==> src/hduart_pkg.sv <==
`default_nettype none

package hduart_pkg;

    localparam int MAX_FRAME   = 32;
    localparam int FRAME_IDX_W = $clog2(MAX_FRAME);
    localparam int FRAME_CNT_W = $clog2(MAX_FRAME + 1);

    localparam int CFG_IDX_W  = 2;
    localparam int CFG_DATA_W = 16;

    localparam logic [CFG_IDX_W-1:0] CFG_BAUD_DIVISOR    = 2'd0;
    localparam logic [CFG_IDX_W-1:0] CFG_IDLE_TIMEOUT_MS = 2'd1;
    localparam logic [CFG_IDX_W-1:0] CFG_ONE_WIRE_MODE   = 2'd2;

    localparam logic [15:0] BAUD_DIVISOR_RESET = 16'd417;
    localparam logic [15:0] IDLE_TIMEOUT_RESET = 16'd5;
    localparam logic [15:0] IDLE_COUNT_MAX     = 16'hFFFF;

    localparam logic [1:0] FUNC_TICK = 2'd0;
    localparam logic [1:0] FUNC_POLL = 2'd1;
    localparam logic [1:0] FUNC_LOAD = 2'd2;

    localparam logic [3:0] RX_SAMPLES = 4'd9;
    localparam logic [3:0] PHASE_STOP = 4'd9;
    localparam logic [7:0] RX_MSB     = 8'h80;

    typedef enum logic [1:0] {
        OP_TICK,
        OP_POLL,
        OP_LOAD,
        OP_NOP
    } t_op;

    typedef struct packed {
        logic [1:0] func;
        logic       rx_level;
        logic [7:0] tx_byte;
        logic       tx_last;
    } t_in_item;

    typedef struct packed {
        logic       tx_level;
        logic       tx_drive;
        logic       busy_res;
        logic       frame_valid;
        logic [7:0] frame_byte;
        logic       frame_last;
    } t_out_item;

    typedef struct packed {
        t_op        op;
        logic       rx_level;
        logic [7:0] tx_byte;
        logic       tx_last;
    } t_cmd;

endpackage

`default_nettype wire

==> src/half_duplex_uart_frame_engine_core.sv <==
// tick, poll and unused codes: status registered as the item is taken; a dumping poll gives none
// load while idle: S_LOAD_WAIT1 and S_LOAD_WAIT2 follow, for the transmit buffer read to settle
// frame dump: S_DUMP_RD then S_DUMP_OUT per byte, for the registered receive buffer read
// a two-item queue sits between input decode and the engine
// reset: synchronous, active low; clears control state, buffers are not cleared
`default_nettype none

module half_duplex_uart_frame_engine_core #(
    parameter int BUFFER_DEPTH = 32
) (
    input  wire logic                                i_clk,
    input  wire logic                                i_rst_n,
    input  wire logic                                i_cfg_we,
    input  wire logic [hduart_pkg::CFG_IDX_W-1:0]    i_cfg_idx,
    input  wire logic [hduart_pkg::CFG_DATA_W-1:0]   i_cfg_data,
    input  wire logic                                i_in_valid,
    output logic                                     o_in_stall,
    input  wire hduart_pkg::t_in_item                i_in_item,
    output logic                                     o_out_valid,
    input  wire logic                                i_out_stall,
    output hduart_pkg::t_out_item                    o_out_item
);

    logic             cmd_valid;
    logic             cmd_pop;
    hduart_pkg::t_cmd cmd;

    hduart_front u_front (
        .i_clk       (i_clk),
        .i_rst_n     (i_rst_n),
        .i_in_valid  (i_in_valid),
        .o_in_stall  (o_in_stall),
        .i_in_item   (i_in_item),
        .o_cmd_valid (cmd_valid),
        .o_cmd       (cmd),
        .i_cmd_pop   (cmd_pop)
    );

    hduart_back #(
        .BUFFER_DEPTH (BUFFER_DEPTH)
    ) u_back (
        .i_clk       (i_clk),
        .i_rst_n     (i_rst_n),
        .i_cfg_we    (i_cfg_we),
        .i_cfg_idx   (i_cfg_idx),
        .i_cfg_data  (i_cfg_data),
        .i_cmd_valid (cmd_valid),
        .i_cmd       (cmd),
        .o_cmd_pop   (cmd_pop),
        .o_out_valid (o_out_valid),
        .i_out_stall (i_out_stall),
        .o_out_item  (o_out_item)
    );

    a_pop_has_item: assert property (@(posedge i_clk) disable iff (!i_rst_n)
        cmd_pop |-> cmd_valid)
        else $error("engine took an item from an empty queue");

    a_line_idle_high: assert property (@(posedge i_clk) disable iff (!i_rst_n)
        (o_out_valid && !o_out_item.busy_res) |-> o_out_item.tx_level)
        else $error("transmit line low while not transmitting");

    a_status_clean: assert property (@(posedge i_clk) disable iff (!i_rst_n)
        (o_out_valid && !o_out_item.frame_valid) |->
        (o_out_item.frame_byte == 8'd0 && !o_out_item.frame_last))
        else $error("status item carries frame fields");

endmodule

`default_nettype wire

==> src/hduart_ram.sv <==
`default_nettype none

module hduart_ram #(
    parameter int WIDTH = 8,
    parameter int DEPTH = 32,
    localparam int AW = (DEPTH > 1) ? $clog2(DEPTH) : 1
) (
    input  wire logic             i_clk,
    input  wire logic             i_we,
    input  wire logic [AW-1:0]    i_waddr,
    input  wire logic [WIDTH-1:0] i_wdata,
    input  wire logic [AW-1:0]    i_raddr,
    output logic      [WIDTH-1:0] o_rdata
);

    logic [WIDTH-1:0] r_mem [DEPTH];
    logic [WIDTH-1:0] r_rdata;

    always_ff @(posedge i_clk) begin
        if (i_we) begin
            r_mem[i_waddr] <= i_wdata;
        end
        r_rdata <= r_mem[i_raddr];
    end

    assign o_rdata = r_rdata;

endmodule

`default_nettype wire

==> src/hduart_front.sv <==
`default_nettype none

module hduart_front (
    input  wire logic                i_clk,
    input  wire logic                i_rst_n,
    input  wire logic                i_in_valid,
    output logic                     o_in_stall,
    input  wire hduart_pkg::t_in_item i_in_item,
    output logic                     o_cmd_valid,
    output hduart_pkg::t_cmd         o_cmd,
    input  wire logic                i_cmd_pop
);

    hduart_pkg::t_cmd r_q [2];
    hduart_pkg::t_cmd cmd_in;
    logic             r_wp, n_wp;
    logic             r_rp, n_rp;
    logic [1:0]       r_cnt, n_cnt;
    logic             push;
    logic             pop;

    // decode the function code once, on entry
    always_comb begin
        cmd_in.rx_level = i_in_item.rx_level;
        cmd_in.tx_byte  = i_in_item.tx_byte;
        cmd_in.tx_last  = i_in_item.tx_last;
        case (i_in_item.func)
            hduart_pkg::FUNC_TICK: cmd_in.op = hduart_pkg::OP_TICK;
            hduart_pkg::FUNC_POLL: cmd_in.op = hduart_pkg::OP_POLL;
            hduart_pkg::FUNC_LOAD: cmd_in.op = hduart_pkg::OP_LOAD;
            default:               cmd_in.op = hduart_pkg::OP_NOP;
        endcase
    end

    assign o_in_stall  = (r_cnt == 2'd2);
    assign o_cmd_valid = (r_cnt != 2'd0);
    assign o_cmd       = r_q[r_rp];
    assign push        = i_in_valid && !o_in_stall;
    assign pop         = i_cmd_pop && o_cmd_valid;

    always_comb begin
        n_wp  = push ? !r_wp : r_wp;
        n_rp  = pop ? !r_rp : r_rp;
        n_cnt = r_cnt;
        if (push && !pop) begin
            n_cnt = r_cnt + 2'd1;
        end else if (pop && !push) begin
            n_cnt = r_cnt - 2'd1;
        end
    end

    always_ff @(posedge i_clk) begin
        if (!i_rst_n) begin
            r_wp  <= 1'b0;
            r_rp  <= 1'b0;
            r_cnt <= 2'd0;
        end else begin
            r_wp  <= n_wp;
            r_rp  <= n_rp;
            r_cnt <= n_cnt;
        end
    end

    always_ff @(posedge i_clk) begin
        if (push) begin
            r_q[r_wp] <= cmd_in;
        end
    end

endmodule

`default_nettype wire

==> src/hduart_back.sv <==
`default_nettype none

module hduart_back #(
    parameter int BUFFER_DEPTH = 32
) (
    input  wire logic                                i_clk,
    input  wire logic                                i_rst_n,
    input  wire logic                                i_cfg_we,
    input  wire logic [hduart_pkg::CFG_IDX_W-1:0]    i_cfg_idx,
    input  wire logic [hduart_pkg::CFG_DATA_W-1:0]   i_cfg_data,
    input  wire logic                                i_cmd_valid,
    input  wire hduart_pkg::t_cmd                    i_cmd,
    output logic                                     o_cmd_pop,
    output logic                                     o_out_valid,
    input  wire logic                                i_out_stall,
    output hduart_pkg::t_out_item                    o_out_item
);

    localparam int AW = (BUFFER_DEPTH > 1) ? $clog2(BUFFER_DEPTH) : 1;
    localparam int CW = $clog2(BUFFER_DEPTH + 1);
    localparam logic [AW-1:0] RX_LAST_SLOT = AW'(BUFFER_DEPTH - 1);
    localparam logic [CW-1:0] TX_FULL      = CW'(BUFFER_DEPTH);

    typedef enum logic [2:0] {
        S_RUN,
        S_LOAD_WAIT1,
        S_LOAD_WAIT2,
        S_DUMP_RD,
        S_DUMP_OUT
    } t_state;

    t_state r_state, n_state;

    logic [15:0] r_baud, n_baud;
    logic [15:0] r_timeout, n_timeout;
    logic        r_one_wire, n_one_wire;

    logic [CW-1:0] r_tx_count, n_tx_count;
    logic [CW-1:0] r_tx_index, n_tx_index;
    logic [3:0]    r_tx_phase, n_tx_phase;
    logic [7:0]    r_tx_shift, n_tx_shift;
    logic          r_tx_on, n_tx_on;
    logic [AW-1:0] r_rx_count, n_rx_count;
    logic [3:0]    r_rx_bits, n_rx_bits;
    logic [7:0]    r_rx_shift, n_rx_shift;
    logic [15:0]   r_idle, n_idle;
    logic [15:0]   r_baud_cnt, n_baud_cnt;
    logic          r_timer_on, n_timer_on;
    logic          r_prev_rx, n_prev_rx;
    logic          r_line, n_line;

    logic [hduart_pkg::FRAME_IDX_W-1:0] r_dump_idx, n_dump_idx;
    logic [hduart_pkg::FRAME_CNT_W-1:0] r_dump_n, n_dump_n;

    logic                  r_out_valid, n_out_valid;
    hduart_pkg::t_out_item r_out_item, n_out_item;

    logic          out_free;
    logic          emit_status;
    logic [15:0]   baud_inc;
    logic [3:0]    rx_bits_dec;
    logic          tx_we;
    logic          rx_we;
    logic [7:0]    tx_rdata;
    logic [7:0]    rx_rdata;
    logic [7:0]    rx_wdata;

    assign out_free = !r_out_valid || !i_out_stall;

    always_comb begin
        n_state     = r_state;
        n_baud      = r_baud;
        n_timeout   = r_timeout;
        n_one_wire  = r_one_wire;
        n_tx_count  = r_tx_count;
        n_tx_index  = r_tx_index;
        n_tx_phase  = r_tx_phase;
        n_tx_shift  = r_tx_shift;
        n_tx_on     = r_tx_on;
        n_rx_count  = r_rx_count;
        n_rx_bits   = r_rx_bits;
        n_rx_shift  = r_rx_shift;
        n_idle      = r_idle;
        n_baud_cnt  = r_baud_cnt;
        n_timer_on  = r_timer_on;
        n_prev_rx   = r_prev_rx;
        n_line      = r_line;
        n_dump_idx  = r_dump_idx;
        n_dump_n    = r_dump_n;
        n_out_valid = r_out_valid && i_out_stall;
        n_out_item  = r_out_item;
        o_cmd_pop   = 1'b0;
        emit_status = 1'b0;
        baud_inc    = r_baud_cnt + 16'd1;
        rx_bits_dec = (r_rx_bits != 4'd0) ? (r_rx_bits - 4'd1) : 4'd0;
        tx_we       = 1'b0;
        rx_we       = 1'b0;
        rx_wdata    = {i_cmd.rx_level, r_rx_shift[7:1]};

        if (i_cfg_we) begin
            case (i_cfg_idx)
                hduart_pkg::CFG_BAUD_DIVISOR:    n_baud     = i_cfg_data;
                hduart_pkg::CFG_IDLE_TIMEOUT_MS: n_timeout  = i_cfg_data;
                hduart_pkg::CFG_ONE_WIRE_MODE:   n_one_wire = i_cfg_data[0];
                default: ;
            endcase
        end

        case (r_state)
            S_RUN: begin
                if (i_cmd_valid && out_free) begin
                    o_cmd_pop   = 1'b1;
                    emit_status = 1'b1;
                    case (i_cmd.op)
                        hduart_pkg::OP_TICK: begin
                            if (r_timer_on) begin
                                if (baud_inc >= r_baud) begin
                                    n_baud_cnt = 16'd0;
                                    if (r_tx_on) begin
                                        if (r_tx_phase == 4'd0) begin
                                            // start bit, fetch next byte
                                            n_line     = 1'b0;
                                            n_tx_shift = tx_rdata;
                                            n_tx_index = r_tx_index + CW'(1);
                                            n_tx_phase = 4'd1;
                                        end else if (r_tx_phase < hduart_pkg::PHASE_STOP) begin
                                            n_line     = r_tx_shift[0];
                                            n_tx_shift = {1'b0, r_tx_shift[7:1]};
                                            n_tx_phase = r_tx_phase + 4'd1;
                                        end else begin
                                            // stop bit
                                            n_line     = 1'b1;
                                            n_tx_phase = 4'd0;
                                            if (r_tx_index >= r_tx_count) begin
                                                n_tx_on    = 1'b0;
                                                n_timer_on = 1'b0;
                                                n_tx_count = '0;
                                                n_tx_index = '0;
                                            end
                                        end
                                    end else begin
                                        n_rx_shift = rx_wdata;
                                        n_rx_bits  = rx_bits_dec;
                                        if (rx_bits_dec == 4'd0) begin
                                            n_timer_on = 1'b0;
                                            n_idle     = 16'd0;
                                            rx_we      = 1'b1;
                                            n_rx_count = (r_rx_count == RX_LAST_SLOT) ?
                                                         '0 : (r_rx_count + AW'(1));
                                        end
                                    end
                                end else begin
                                    n_baud_cnt = baud_inc;
                                end
                            end else if (!r_tx_on && r_rx_bits == 4'd0 && r_prev_rx &&
                                         !i_cmd.rx_level) begin
                                // start edge, first sample half a bit later
                                n_rx_bits  = hduart_pkg::RX_SAMPLES;
                                n_rx_shift = 8'd0;
                                n_timer_on = 1'b1;
                                n_baud_cnt = {1'b0, r_baud[15:1]};
                            end
                            n_prev_rx = i_cmd.rx_level;
                        end
                        hduart_pkg::OP_POLL: begin
                            if (r_rx_count != '0) begin
                                if (r_idle != hduart_pkg::IDLE_COUNT_MAX) begin
                                    n_idle = r_idle + 16'd1;
                                end
                                if (r_idle >= r_timeout) begin
                                    emit_status = 1'b0;
                                    n_rx_count  = '0;
                                    n_dump_idx  = '0;
                                    n_dump_n    = (int'(r_rx_count) > hduart_pkg::MAX_FRAME) ?
                                        hduart_pkg::FRAME_CNT_W'(hduart_pkg::MAX_FRAME) :
                                        hduart_pkg::FRAME_CNT_W'(r_rx_count);
                                    n_state     = S_DUMP_RD;
                                end
                            end
                        end
                        hduart_pkg::OP_LOAD: begin
                            if (!r_tx_on) begin
                                if (r_tx_count < TX_FULL) begin
                                    tx_we      = 1'b1;
                                    n_tx_count = r_tx_count + CW'(1);
                                end
                                if (i_cmd.tx_last) begin
                                    n_tx_index = '0;
                                    n_tx_phase = 4'd0;
                                    n_tx_on    = 1'b1;
                                    n_timer_on = 1'b1;
                                    n_baud_cnt = 16'd0;
                                    n_rx_bits  = 4'd0;
                                end
                                // let the buffer read settle before the next tick
                                n_state = S_LOAD_WAIT1;
                            end
                        end
                        default: ;
                    endcase
                    if (emit_status) begin
                        n_out_valid             = 1'b1;
                        n_out_item.tx_level     = n_line;
                        n_out_item.tx_drive     = r_one_wire ? n_tx_on : 1'b1;
                        n_out_item.busy_res     = n_tx_on;
                        n_out_item.frame_valid  = 1'b0;
                        n_out_item.frame_byte   = 8'd0;
                        n_out_item.frame_last   = 1'b0;
                    end
                end
            end
            S_LOAD_WAIT1: n_state = S_LOAD_WAIT2;
            S_LOAD_WAIT2: n_state = S_RUN;
            S_DUMP_RD:    n_state = S_DUMP_OUT;
            S_DUMP_OUT: begin
                if (out_free) begin
                    n_out_valid            = 1'b1;
                    n_out_item.tx_level    = r_line;
                    n_out_item.tx_drive    = r_one_wire ? r_tx_on : 1'b1;
                    n_out_item.busy_res    = r_tx_on;
                    n_out_item.frame_valid = 1'b1;
                    n_out_item.frame_byte  = rx_rdata;
                    n_out_item.frame_last  = ({1'b0, r_dump_idx} + 1'b1) == r_dump_n;
                    n_dump_idx             = r_dump_idx + 1'b1;
                    n_state = n_out_item.frame_last ? S_RUN : S_DUMP_RD;
                end
            end
            default: n_state = S_RUN;
        endcase
    end

    always_ff @(posedge i_clk) begin
        if (!i_rst_n) begin
            r_state     <= S_RUN;
            r_baud      <= hduart_pkg::BAUD_DIVISOR_RESET;
            r_timeout   <= hduart_pkg::IDLE_TIMEOUT_RESET;
            r_one_wire  <= 1'b0;
            r_tx_count  <= '0;
            r_tx_index  <= '0;
            r_tx_phase  <= 4'd0;
            r_tx_shift  <= 8'd0;
            r_tx_on     <= 1'b0;
            r_rx_count  <= '0;
            r_rx_bits   <= 4'd0;
            r_rx_shift  <= 8'd0;
            r_idle      <= 16'd0;
            r_baud_cnt  <= 16'd0;
            r_timer_on  <= 1'b0;
            r_prev_rx   <= 1'b1;
            r_line      <= 1'b1;
            r_dump_idx  <= '0;
            r_dump_n    <= '0;
            r_out_valid <= 1'b0;
        end else begin
            r_state     <= n_state;
            r_baud      <= n_baud;
            r_timeout   <= n_timeout;
            r_one_wire  <= n_one_wire;
            r_tx_count  <= n_tx_count;
            r_tx_index  <= n_tx_index;
            r_tx_phase  <= n_tx_phase;
            r_tx_shift  <= n_tx_shift;
            r_tx_on     <= n_tx_on;
            r_rx_count  <= n_rx_count;
            r_rx_bits   <= n_rx_bits;
            r_rx_shift  <= n_rx_shift;
            r_idle      <= n_idle;
            r_baud_cnt  <= n_baud_cnt;
            r_timer_on  <= n_timer_on;
            r_prev_rx   <= n_prev_rx;
            r_line      <= n_line;
            r_dump_idx  <= n_dump_idx;
            r_dump_n    <= n_dump_n;
            r_out_valid <= n_out_valid;
        end
        r_out_item <= n_out_item;
    end

    assign o_out_valid = r_out_valid;
    assign o_out_item  = r_out_item;

    hduart_ram #(
        .WIDTH (8),
        .DEPTH (BUFFER_DEPTH)
    ) u_tx_ram (
        .i_clk   (i_clk),
        .i_we    (tx_we),
        .i_waddr (r_tx_count[AW-1:0]),
        .i_wdata (i_cmd.tx_byte),
        .i_raddr (r_tx_index[AW-1:0]),
        .o_rdata (tx_rdata)
    );

    hduart_ram #(
        .WIDTH (8),
        .DEPTH (BUFFER_DEPTH)
    ) u_rx_ram (
        .i_clk   (i_clk),
        .i_we    (rx_we),
        .i_waddr (r_rx_count),
        .i_wdata (rx_wdata),
        .i_raddr (AW'(r_dump_idx)),
        .o_rdata (rx_rdata)
    );

endmodule

`default_nettype wire

==> config.mk <==
export PLATFORM = sky130hd
export DESIGN_NAME = half_duplex_uart_frame_engine_core
export DESIGN_NICKNAME = d
export VERILOG_FILES = /design/src/hduart_pkg.sv /design/src/half_duplex_uart_frame_engine_core.sv /design/src/hduart_ram.sv /design/src/hduart_front.sv /design/src/hduart_back.sv
export SDC_FILE = /design/constraint.sdc
export NUM_CORES = 1
export LEC_CHECK = 0
export ABC_AREA = 1
export ABC_CLOCK_PERIOD_IN_PS = 4800
export BUFFER_PORTS_ARGS = -buffer_cell sky130_fd_sc_hd__buf_4
export CORE_MARGIN = 2
export CORE_UTILIZATION = 60
export CTS_CLUSTER_DIAMETER = 80
export DETAILED_ROUTE_END_ITERATION = 12
export PLACE_DENSITY = 0.77
export REMOVE_ABC_BUFFERS = 1
export SKIP_LAST_GASP = 1
export SLEW_MARGIN = 20
export SYNTH_ARGS = -nofsm -noshare
export SYNTH_HDL_FRONTEND = slang
export SYNTH_SLANG_ARGS = --single-unit
==> constraint.sdc <==
create_clock -name i_clk -period 4.8 [get_ports i_clk]
set_input_delay 0.48 -clock i_clk [delete_from_list [all_inputs] [get_ports i_clk]]
set_output_delay 0.48 -clock i_clk [all_outputs]
set_load 0.05 [all_outputs]
==> results of run 1 <==
[metrics by stage]
| step | std cells | total power (uW) | TNS, ns | area, sq um |
|---|---|---|---|---|
| final | 3399 | 16800 | 0 | 32700 |
| after global routing | 3399 | 17400 | -0.441 | 32700 |
| after CTS | 3399 | 16700 | 0 | 32600 |
| after detailed placement | 3273 | 11100 | 0 | 30200 |
| after global placement | 3273 | 11000 | 0 | 30200 |
| after floorplan | 2562 | 9720 | -26.07 | 28700 |
[what timing repair did]
item / 4_1_cts / 5_1_grt
endpoints found under the setup margin: 0 / 80
resized for setup: 0 / 10
hold endpoints to repair: 0 / 0
[cell usage in the layout (no fill, tap or decap), drive strengths merged, types with 4 or more instances in the layout]
cell      count
a21oi       119
a31oi        12
a32oi         7
buf          89
bufinv        9
clkbuf       82
clkinv       28
clkinvlp      6
dfxtp       144
edfxtp      549
ha           58
inv         167
nand2       301
nand3       115
nand4        26
nor2        476
nor3         21
nor4          4
o211ai       15
o21a          5
o21ai       365
o221ai       71
o22ai        57
or2           7
xnor2         6
xor2         22
[power groups by stage]
stage	combinational, uW	sequential (uW)	clock, uW
after floorplan	2130	7590	0
after CTS	3740	7280	5710
after global routing	4130	7320	5940
after global placement	3610	7400	0
final	3820	7290	5670
after detailed placement	3700	7410	0
[cells in the mapped netlist (all sizes together)]
master	count	area, sq um
xor2	22	193
nor3	21	131
clkbuf	130	488
a32oi	7	61.3
edfxtp	549	16500
dfxtp	144	2880
inv	161	604
nor4	4	40.0
a21boi	2	15.0
o2111ai	2	17.5
clkinv	5	18.8
a211oi	2	15.0
o21bai	2	15.0
nor2	476	1840
a22oi	3	22.5
nand2	301	1140
nand3	115	596
buf	15	88.8
a31oi	12	75.1
nand4	26	169
o221ai	71	622
ha	58	726
xnor2	6	52.6
nor3b	3	22.5
a21oi	119	599
o21ai	365	1830
a221oi	1	8.76
o211ai	15	113
or2	7	43.8
o21a	5	37.5
o22ai	57	357
nand3b	1	7.51
[metal layers]
metal	global-route usage (%)	share of wire (%)	routed length, microns
met4	10.4	3.0	2240
met5	0	0	0
met2	47.0	47	35100
met1	41.3	41	30200
met3	4.85	9.0	6640
[flip-flops by register name, indices dropped and copies added, names as in the netlist, 2 cells and up, named ones only]
| register | cells |
|---|---|
| u_back.u_rx_ram.r_mem | 256 |
| u_back.u_tx_ram.r_mem | 256 |
| u_front.r_q | 24 |
| u_back.r_baud | 16 |
| u_back.r_baud_cnt | 16 |
| u_back.r_idle | 16 |
| u_back.r_timeout | 16 |
| u_back.o_out_item | 13 |
| u_back.r_tx_shift | 8 |
| u_back.u_rx_ram.o_rdata | 8 |
| u_back.u_tx_ram.o_rdata | 8 |
| u_back.r_rx_shift | 7 |
| u_back.r_tx_count | 6 |
| u_back.r_tx_index | 6 |
| u_back.r_dump_idx | 5 |
| u_back.r_dump_n | 5 |
| u_back.r_rx_count | 5 |
| u_back.r_rx_bits | 4 |
| u_back.r_tx_phase | 4 |
| u_back.r_state | 3 |
| u_front.r_cnt | 2 |
[cells by family (layout without fill, tap and decap cells)]
logic type                 Yosys count  after routing
buffers and inverters              311            381
adders and majority gates           58             58
xor gates and xnor gates            28             28
DFF                                693            693
and+or+nand+nor                    954            954
AOI/OAI and AO/OA                  663            663
[final cells by class]
cell class,count,area (sq um)
clock buffer,82,1890
multi-input combinational,1703,8800
sequential,693,19400
clock inverter,44,510
inverter,166,626
timing repair buffer,89,672
fill,3466,15900
tap,622,778
[path summary, 6_finish.rpt]
kind	startpoint	endpoint	slack, ns	cells past startpoint
max	u_back.r_baud_cnt[0]	u_back.u_rx_ram.r_mem[27][6]	0.41	18
min	i_in_item[5]	u_front.r_q[0][5]	0.06	1
max reg2reg	u_back.r_baud_cnt[0]	u_back.u_rx_ram.r_mem[27][6]	0.41	18
min reg2reg	u_back.r_tx_shift[7]	u_back.r_tx_shift[7]	0.47	2
==> results.md, run 1 <==
- Outcome: finished, final reports clean
- Remaining DRCs: 0
- Fin crit period: 4.39 ns
- Final estimated routing congestion in global placement: 0.900
- Routed len/inst: 21.8 microns
- Drt initial violations: 3103
- Final Slew Violations: 0
- Synth Area in Compound Gates: 12.9%
- Max Cap Violations: 0
- Finished Core Util: 67.3%
- Final worst slack: 0.406 ns
- Rel. slew slack: 25.5%
- Clock latency on the worst-skew pair: 0.62 ns
- Die Area: 50600 sq um
- Pre-CTS WS: 0.422 ns
- Starting Density: 60.4%
- Top delay family on crit path: simple AND/OR/NAND/NOR gates
- Clk_skew: 0.0176 ns
- Area Growth Syn to Fin: 11.4%
- Inserted Clock Buffers: 70
- Post-DP HPWL: 45700 microns
- XOR/XNOR Fraction of Synth Area: 0.836%
- Crit end category: flop
- Cell mode on critical path: nand2_1
- Clock transition at path regs: 0.06 ns
- Setup Buffers After CTS: 0
- Synth Area in Simple Gates: 13.6%
- Sequential cell area fraction in the yosys report: 66.1%
- Power per cell area: 514 nW/um^2
- Hold Path Class: input port to flop
- RSZ-0062 raised after global routing: true
- CP bufs+invs: 1
- Slowest CP cell: nand2_1
- Worst vdd ir: 0.000415 V
- Core Footprint: 48500 sq um
- Adder-Cell Fraction of Synth Area: 2.48%
- Buffers on Ports: 49
- Largest net degree at the start of global routing: 134
- Vias: 21400
- Vias in the first global route: 20500
- Setup CP Type: flop to flop
- ANT cells: 0
- GR Overflow Total: 0
- Synthesized area: 29300 sq um
- Main combinational cell family by area after synthesis: simple AND/OR/NAND/NOR gates
- Yosys warning count: 0
- Die Y: 225 microns
- Pre-antenna DRT Iters: 6
- Layout net count: 2816
- Internal power: 11300 uW
- Sequential share of power: 43.4%
- First-pass GRT wire length: 114000 microns
- Row count: 81
- Final Hold Viols: 0
- Mux cell area share after synthesis: 0%
- Clk sink count: 693
- IO Pins: 50
- Distinct cells, synth: 49
- Fin crit share: 91.5%
- CTS Buffer Depth: 3
- Final setup vio count: 0
- CP max stage delay: 0.52 ns
- Synth Register Bits: 693
- Switching Share: 32.5%
- Total GRT Usage: 29.4%
- P_sw: 5460 uW
- Combinational Power Share: 22.8%
- Wirelength, routed: 74200 microns
- Worst EP required: 5.11 ns
- Mapped Cells: 2707
- Fmax: 228 MHz
- Root Buffer: clkbuf_16
- Post-CTS Hold Fix Bufs: 0
- Worst path cell trace: nand3_1, nor2_1, nand2_1, nor2_1, nand2_1, nor2_1, nand3_1, xnor2_1, ha_1, nand4_1, nor3_1, nand2_1, nand2_1, nand2_1, nor4_4, nand2_1, nor2_1, buf_4
- Slew @ Worst Pin: 1.12 ns
- Post-detailed-route count of antenna-violating nets: 0
- Drt via density: 6.30
- Clock Power Share: 33.8%
- Worst-path fanout max: 8
- Number of antenna violations at the first check in global routing: 0
- Hold WS: 0.0577 ns
- Mean Syn Cell Area: 10.8 sq um
- Die span in x: 225 microns
- Worst path arrival time: 4.71 ns
- Leakage: 0.0115 uW
- CTS tree: yes
- CP Launch Type: flop
- Htree depth: 3
- Fraction of layout cells with a size suffix above 1: 9.79%
No activity file was read; power rests on OpenSTA's default activity.
==> run 2, diff against run 1 <==
--- a/config.mk
+++ b/config.mk
@@ -5,13 +5,13 @@
 export SDC_FILE = /design/constraint.sdc
 export NUM_CORES = 1
 export LEC_CHECK = 0
-export ABC_AREA = 1
 export ABC_CLOCK_PERIOD_IN_PS = 4800
 export BUFFER_PORTS_ARGS = -buffer_cell sky130_fd_sc_hd__buf_4
 export CORE_MARGIN = 2
 export CORE_UTILIZATION = 60
 export CTS_CLUSTER_DIAMETER = 80
 export DETAILED_ROUTE_END_ITERATION = 12
+export GPL_TIMING_DRIVEN = 0
 export PLACE_DENSITY = 0.77
 export REMOVE_ABC_BUFFERS = 1
 export SKIP_LAST_GASP = 1
==> run 2 against run 1 <==
Sequential power shrank 4.4%; combinational power is 52% lower; non-clock buffer count is 16 higher; die area shrank 2.5%; critical path depth down 3; first-iteration DRC count shrank 34%; utilization grew 3.2 points; sequential share of layout area fell by 0.46 points; global-route usage is 2.8 points lower.
==> results.md, run 2 <==
- Final Slew Violations: 0 (unchanged)
- Fin crit share: 96.7% (+5.1 points)
- Clock transition at path regs: 0.06 ns (about the same)
- Setup CP Type: flop to flop
- Core Footprint: 46800 sq um (-3.7%)
- Outcome: finished, final reports clean
- Worst path arrival time: 4.96 ns (+0.25 ns)
- Reg-to-reg critical path endpoint: u_back.u_rx_ram.r_mem[17][4]
- IO Pins: 50 (unchanged)
- Power per cell area: 429 nW/um^2 (-17%)
- Leakage: 0.0109 uW (-4.5%)
- Pre-antenna DRT Iters: 6 (unchanged)
- Reg2reg start: u_back.r_baud_cnt[0]
- Mean Syn Cell Area: 15.6 sq um (+44%)
- Leading cell types in the layout, fill and taps excluded: edfxtp_1 (549), mux4_2 (160), nand2_1 (159)
- Vias: 16700 (-22%)
- Max Cap Violations: 0 (unchanged)
- CP Launch Point: u_back.r_baud_cnt[0]
- CP Launch Type: flop
- Die Area: 49400 sq um (-2.5%)
- Crit end category: flop
- Row count: 79 (-2.5%)
- Routed len/inst: 25.1 microns (+15%)
- Final Hold Viols: 0 (unchanged)
- Worst-path fanout max: 8 (unchanged)
- Post-detailed-route count of antenna-violating nets: 0 (unchanged)
- ANT cells: 0 (unchanged)
- Starting Density: 61.1% (+0.74 points)
- Number of antenna violations at the first check in global routing: 1 (+1)
- Most numerous cell in the Yosys netlist: edfxtp_1
- Clk_skew: 0.0303 ns (+0.0127 ns)
- Post-synth top cells: edfxtp_1 (549), mux4_2 (160), nand2_1 (159)
- Buffers on Ports: 49 (unchanged)
- Post-synth ARST share: 0% (unchanged)
- Hold Path Class: input port to flop
- Clock latency on the worst-skew pair: 0.61 ns (about the same)
- Synth top area share: 57.7% (+1.4 points)
- Final estimated routing congestion in global placement: 0.859 (-4.6%)
- RSZ-0062 raised after global routing: true
- Drt via density: 6.47 (+2.7%)
- Area Growth Syn to Fin: 15.2%
- Mapped Cells: 1829 (-32%)
- Ys flop type: edfxtp_1
- Rel. slew slack: 20.1% (-5.4 points)
- Total GRT Usage: 26.6% (-2.8 points)
- Die Y: 222 microns (-1.2%)
- Vias in the first global route: 16800 (-18%)
- Sequential cell area fraction in the yosys report: 67.8% (+1.7 points)
- Synthesized area: 28600 sq um (-2.5%)
- Top flop regs: u_back.u_rx_ram.r_mem: 256 flops, u_back.u_tx_ram.r_mem: 256 flops, u_front.r_q: 24 flops
- Slew @ Worst Pin: 1.19 ns (+0.0772 ns)
- Yosys warning count: 0 (unchanged)
- Fin crit period: 4.64 ns (+0.245 ns)
- Synth area leader: edfxtp_1
- Main area contributors after synthesis: edfxtp_1 (58%), mux4_2 (13%), dfxtp_1 (10%), ha_1 (2.5%), nand2_1 (2.1%)
- Post-synth EDFFs: 549 (unchanged)
- Worst Reg2Reg Path Length in Cells: 15 (-3)
- Root Buffer: clkbuf_16
- Finished Core Util: 70.4% (+3.2 points)
- Distinct cells, synth: 71 (+45%)
- Clk sink count: 693 (unchanged)
- Final setup vio count: 0 (unchanged)
- Post-route cell area: 32900 sq um (+0.84%)
- R2R setup slack: 0.16 ns (-0.25 ns)
- Remaining DRCs: 0 (unchanged)
- CTS Buffer Depth: 3 (unchanged)
- Most common cell after layout, fill and taps aside: edfxtp_1
- Inserted Clock Buffers: 69 (-1.4%)
- First-pass GRT wire length: 99400 microns (-13%)
- Htree depth: 3 (unchanged)
- Worst EP required: 5.12 ns (about the same)
- Fmax: 216 MHz (-5.3%)
- GR Overflow Total: 0 (unchanged)
- Wirelength, routed: 64700 microns (-13%)
- Fraction of layout cells with a size suffix above 1: 23.9% (+14 points)
- CP Capture Point: u_back.u_rx_ram.r_mem[17][4]
- Die span in x: 222 microns (-1.2%)
- CTS tree: yes
- Post-DP HPWL: 37900 microns (-17%)
- Post-DP Area: 29600 sq um (-2.0%)
- Synth Register Bits: 693 (unchanged)
- Worst vdd ir: 0.000378 V (-9.1%)
- Largest net degree at the start of global routing: 53 (-60%)
- Hold Crit Start: i_in_item[1]
- Layout net count: 2011 (-29%)
- Drt initial violations: 2043 (-34%)
## run 2: cell types whose count changed in the layout (fill, tap and decap cells not counted), sizes merged, moves of 22 or more
cell    before  now
nor2       476  138
nand3      115   55
o221ai      71    1
o21ai      365   34
and3         0   22
nand2      301  159
inv        167   67
mux4         0  160
a21oi      119   83
o22ai       57   11
## run 2: logic make-up (layout without fill, tap and decap cells)
| kind of cell | count (synthesis) | after routing | share of synthesized area (%) |
|---|---|---|---|
| xor gates and xnor gates | 25 | 25 | 0.766 |
| muxes | 198 | 198 | 14.0 |
| and+or+nand+nor | 470 | 470 | 7.64 |
| buffers and inverters | 152 | 295 | 2.02 |
| adders and majority gates | 58 | 58 | 2.54 |
| DFF | 693 | 693 | 67.8 |
| AOI/OAI and AO/OA | 233 | 233 | 5.26 |
## run 2: worst min path at each step
stage / to / slack, ns / depth (start not counted)
6_report: u_front.r_q[0][1] / 0.06 / 1
5_1_grt: u_front.r_q[0][2] / 0.04 / 1
4_1_cts: u_front.r_q[1][8] / 0.04 / 1
3_5_place_dp: u_back.r_timeout[5] / 0.45 / 2
3_3_place_gp: u_back.r_timeout[7] / 0.45 / 2
2_1_floorplan: u_back.r_tx_shift[7] / 0.43 / 2
## run 2: report_power, final
part,leakage (uW),switching [uW],total [uW],internal (uW)
registers,0.00636,145,6970,6830
logic,0.00349,1210,1830,618
clock network,0.00109,2260,5310,3060
total,0.0109,3620,14100,10500
## run 2: cell type report
class	instances	area, sq um
Clock buffer	97	2020
Clock inverter	28	218
Fill cell	2843	13800
Inverter	65	246
Multi-Input combinational cell	984	9020
Sequential cell	693	19400
Tap cell	607	759
Timing Repair Buffer	105	1280
## run 2: layer usage
| layer | routed length [microns] | GRT usage (%) | up-vias |
|---|---|---|---|
| met5 | 13 | 0 | - |
| met4 | 1940 | 9.37 | 2 |
| met3 | 4580 | 5.06 | 129 |
| met2 | 33200 | 44.8 | 748 |
| met1 | 25000 | 35.0 | 8498 |
| li1 | - | - | 7305 |
## run 2: worst max-delay path, stage by stage (launching register included)
cell and delay (ns):
dfxtp_1 0.43, nand3_1 0.16, or4b_2 0.71, nor2_4 0.22, nand3_1 0.11, xnor2_1 0.16
ha_1 0.33, nand4_1 0.15, or4_1 0.56, o32a_2 0.43, a21boi_4 0.24, and2_4 0.26
nand3_4 0.10, buf_12 0.19, nor2_4 0.13, buf_12 0.15
## run 2: timing repair
action	CTS	global route
resized for setup	75	19
hold buffers	0	0
setup endpoints to repair	257	421
setup buffers	40	5
pin swaps	34	3
## run 2: metrics by stage
step | hold slack (ns) | setup TNS [ns] | instances | total power [uW] | worst slack (ns)
finish | 0.0641 | 0 | 2579 | 14100 | 0.161
global route | 0.0391 | -4.66 | 2579 | 14600 | -0.0839
CTS | 0.0396 | 0 | 2574 | 14100 | 0.0320
detailed placement | 0.449 | -171.14 | 2409 | 8880 | -0.859
global placement | 0.449 | -190.45 | 2398 | 8810 | -1.77
floorplan | 0.433 | 0 | 1742 | 8280 | 0.111
==> run 3, diff against run 2 <==
--- a/config.mk
+++ b/config.mk
@@ -5,6 +5,7 @@
 export SDC_FILE = /design/constraint.sdc
 export NUM_CORES = 1
 export LEC_CHECK = 0
+export ABC_AREA = 1
 export ABC_CLOCK_PERIOD_IN_PS = 4800
 export BUFFER_PORTS_ARGS = -buffer_cell sky130_fd_sc_hd__buf_4
 export CORE_MARGIN = 2
==> run 3 against run 2 <==
Flip-flop and latch count is the same; register-to-register slack got worse by 0.04 ns; power grew 16%; critical path depth is 7 lower; via count up 24%; clock skew decreased by 0.0024 ns; setup slack worse by 0.043 ns; first-iteration DRC count rose by 18%; final cell count rose by 31%; non-clock buffer count down 48; final area is 1.1% lower; maximum frequency down 0.91%.
==> results.md, run 3 (same netlist as run 1, synthesis figures left out) <==
- Hold Path Class: input port to flop
- CP Capture Point: u_back.u_tx_ram.r_mem[6][1]
- Remaining DRCs: 0 (unchanged)
- Clock transition at path regs: 0.06 ns (about the same)
- Number of antenna violations at the first check in global routing: 0 (-1)
- Final Hold Viols: 0 (unchanged)
- Most common cell after layout, fill and taps aside: edfxtp_1
- IO Pins: 50 (unchanged)
- Routed len/inst: 20.4 microns (-19%)
- Fraction of layout cells with a size suffix above 1: 9.84% (-14 points)
- Drt via density: 6.16 (-4.7%)
- Fin crit period: 4.68 ns (+0.0426 ns)
- RSZ-0062 raised after global routing: true
- Worst path arrival time: 4.91 ns (-0.05 ns)
- Post-DP HPWL: 40800 microns (+7.7%)
- CTS Buffer Depth: 3 (unchanged)
- Area Growth Syn to Fin: 11.1%
- First-pass GRT wire length: 106000 microns (+6.3%)
- Die Y: 225 microns (+1.3%)
- Post-route cell area: 32600 sq um (-1.1%)
- Max Cap Violations: 0 (unchanged)
- Rel. slew slack: 29.2% (+9.1 points)
- DP Cell Count: 3240 (+34%)
- Vias: 20700 (+24%)
- Largest net degree at the start of global routing: 81 (+53%)
- Worst vdd ir: 0.000340 V (-10%)
- Die Area: 50600 sq um (+2.5%)
- Clk sink count: 693 (unchanged)
- Layout Cells excl Fill: 3366 (+31%)
- Leading cell types in the layout, fill and taps excluded: edfxtp_1 (549), nor2_1 (412), o21ai_0 (355)
- Final Slew Violations: 0 (unchanged)
- Reg-to-reg critical path endpoint: u_back.u_tx_ram.r_mem[6][1]
- Pre-antenna DRT Iters: 5 (-1)
- Crit end category: flop
- Post-DP Area: 30100 sq um (+1.6%)
- Buffers on Ports: 49 (unchanged)
- Worst Reg2Reg Path Length in Cells: 8 (-7)
- Top flop regs: u_back.u_rx_ram.r_mem: 256 flops, u_back.u_tx_ram.r_mem: 256 flops, u_front.r_q: 24 flops
- Hold Crit Start: i_in_item[6]
- Row count: 81 (+2.5%)
- Total chip power: 16400 uW (+16%)
- Core Footprint: 48500 sq um (+3.8%)
- Outcome: finished, final reports clean
- Root Buffer: clkbuf_16
- Wirelength, routed: 68700 microns (+6.2%)
- Slew @ Worst Pin: 1.06 ns (-0.133 ns)
- Layout net count: 2782 (+38%)
- Worst-path fanout max: 13 (+5)
- Die span in x: 225 microns (+1.3%)
- TNS Setup: 0 ns (unchanged)
- Htree depth: 3 (unchanged)
- Final estimated routing congestion in global placement: 0.893 (+4.0%)
- Fin crit share: 97.5% (+0.89 points)
- Worst EP required: 5.02 ns (-0.10 ns)
- Total GRT Usage: 26.9% (+0.26 points)
- Post-detailed-route count of antenna-violating nets: 0 (unchanged)
- Final setup vio count: 0 (unchanged)
- Clock latency on the worst-skew pair: 0.62 ns (about the same)
- ANT cells: 0 (unchanged)
- GR Overflow Total: 0 (unchanged)
- Setup CP Type: flop to flop
- Power per cell area: 504 nW/um^2 (+18%)
- CP Launch Type: flop
- Starting Density: 60.4% (-0.74 points)
- R2R setup slack: 0.12 ns (-0.04 ns)
- Clk_skew: 0.0279 ns (-0.00239 ns)
- Inserted Clock Buffers: 68 (-1.4%)
- Vias in the first global route: 19700 (+17%)
- CTS tree: yes
- Fmax: 214 MHz (-0.91%)
- Drt initial violations: 2418 (+18%)
- Leakage: 0.0113 uW (+2.9%)
## run 3: worst min path at each step
stage                                       to  slack (ns)  cells after the start
after floorplan              u_back.r_one_wire        0.42                      2
after global placement       u_back.r_one_wire        0.43                      2
after detailed placement  u_back.r_tx_shift[7]        0.45                      2
after CTS                    u_front.r_q[1][4]        0.03                      1
after global routing        u_front.r_q[1][11]        0.04                      1
final                        u_front.r_q[0][6]        0.05                      1
## run 3: cell type report
class                   instances  area [sq um]
clock inverters                28           375
flip-flops and latches        693         19400
inverters                     166           639
multi-input cells            1703          8920
repair buffers                 57           553
clock buffers                  97          1890
well taps                     622           778
fillers                      3426         16000
## run 3: power by group
part	switching (uW)	total, uW	internal (uW)	leakage (uW)
Sequential	379	7400	7020	0.00621
Clock	2230	5430	3200	0.00109
Combinational	2600	3580	976	0.00396
Total	5210	16400	11200	0.0113
## run 3: critical path: stages (launching register included)
cell     delay (ns)
dfxtp_1        0.60
inv_2          0.20
or2_1          0.24
o21ai_1        0.22
ha_1           0.55
inv_1          0.39
nor4_1         0.72
nand2_1        0.58
nor2_1         0.79
## run 3: stage by stage
stage	utilization, %	hold WS, ns	setup WS, ns
after floorplan	-	0.424	-1.23
after global placement	61.6	0.434	-4.82
after detailed placement	62.0	0.451	0.100
after CTS	66.7	0.0306	0.0625
after global routing	67.1	0.0439	-0.173
final	67.1	0.0517	0.118
## run 3: metal layers
metal / GRT usage (%) / vias up / part of all wire (%)
met5: 0 / - / 0
met2: 43.3 / 913 / 48
met4: 10.9 / 0 / 2.9
met3: 4.19 / 144 / 8.1
met1: 36.9 / 10100 / 41
li1: - / 9614 / -
## run 3: timing repair
action | CTS | global route
setup buffers | 0 | 0
hold buffers | 0 | 0
setup endpoints to repair | 0 | 504
resized for setup | 0 | 59
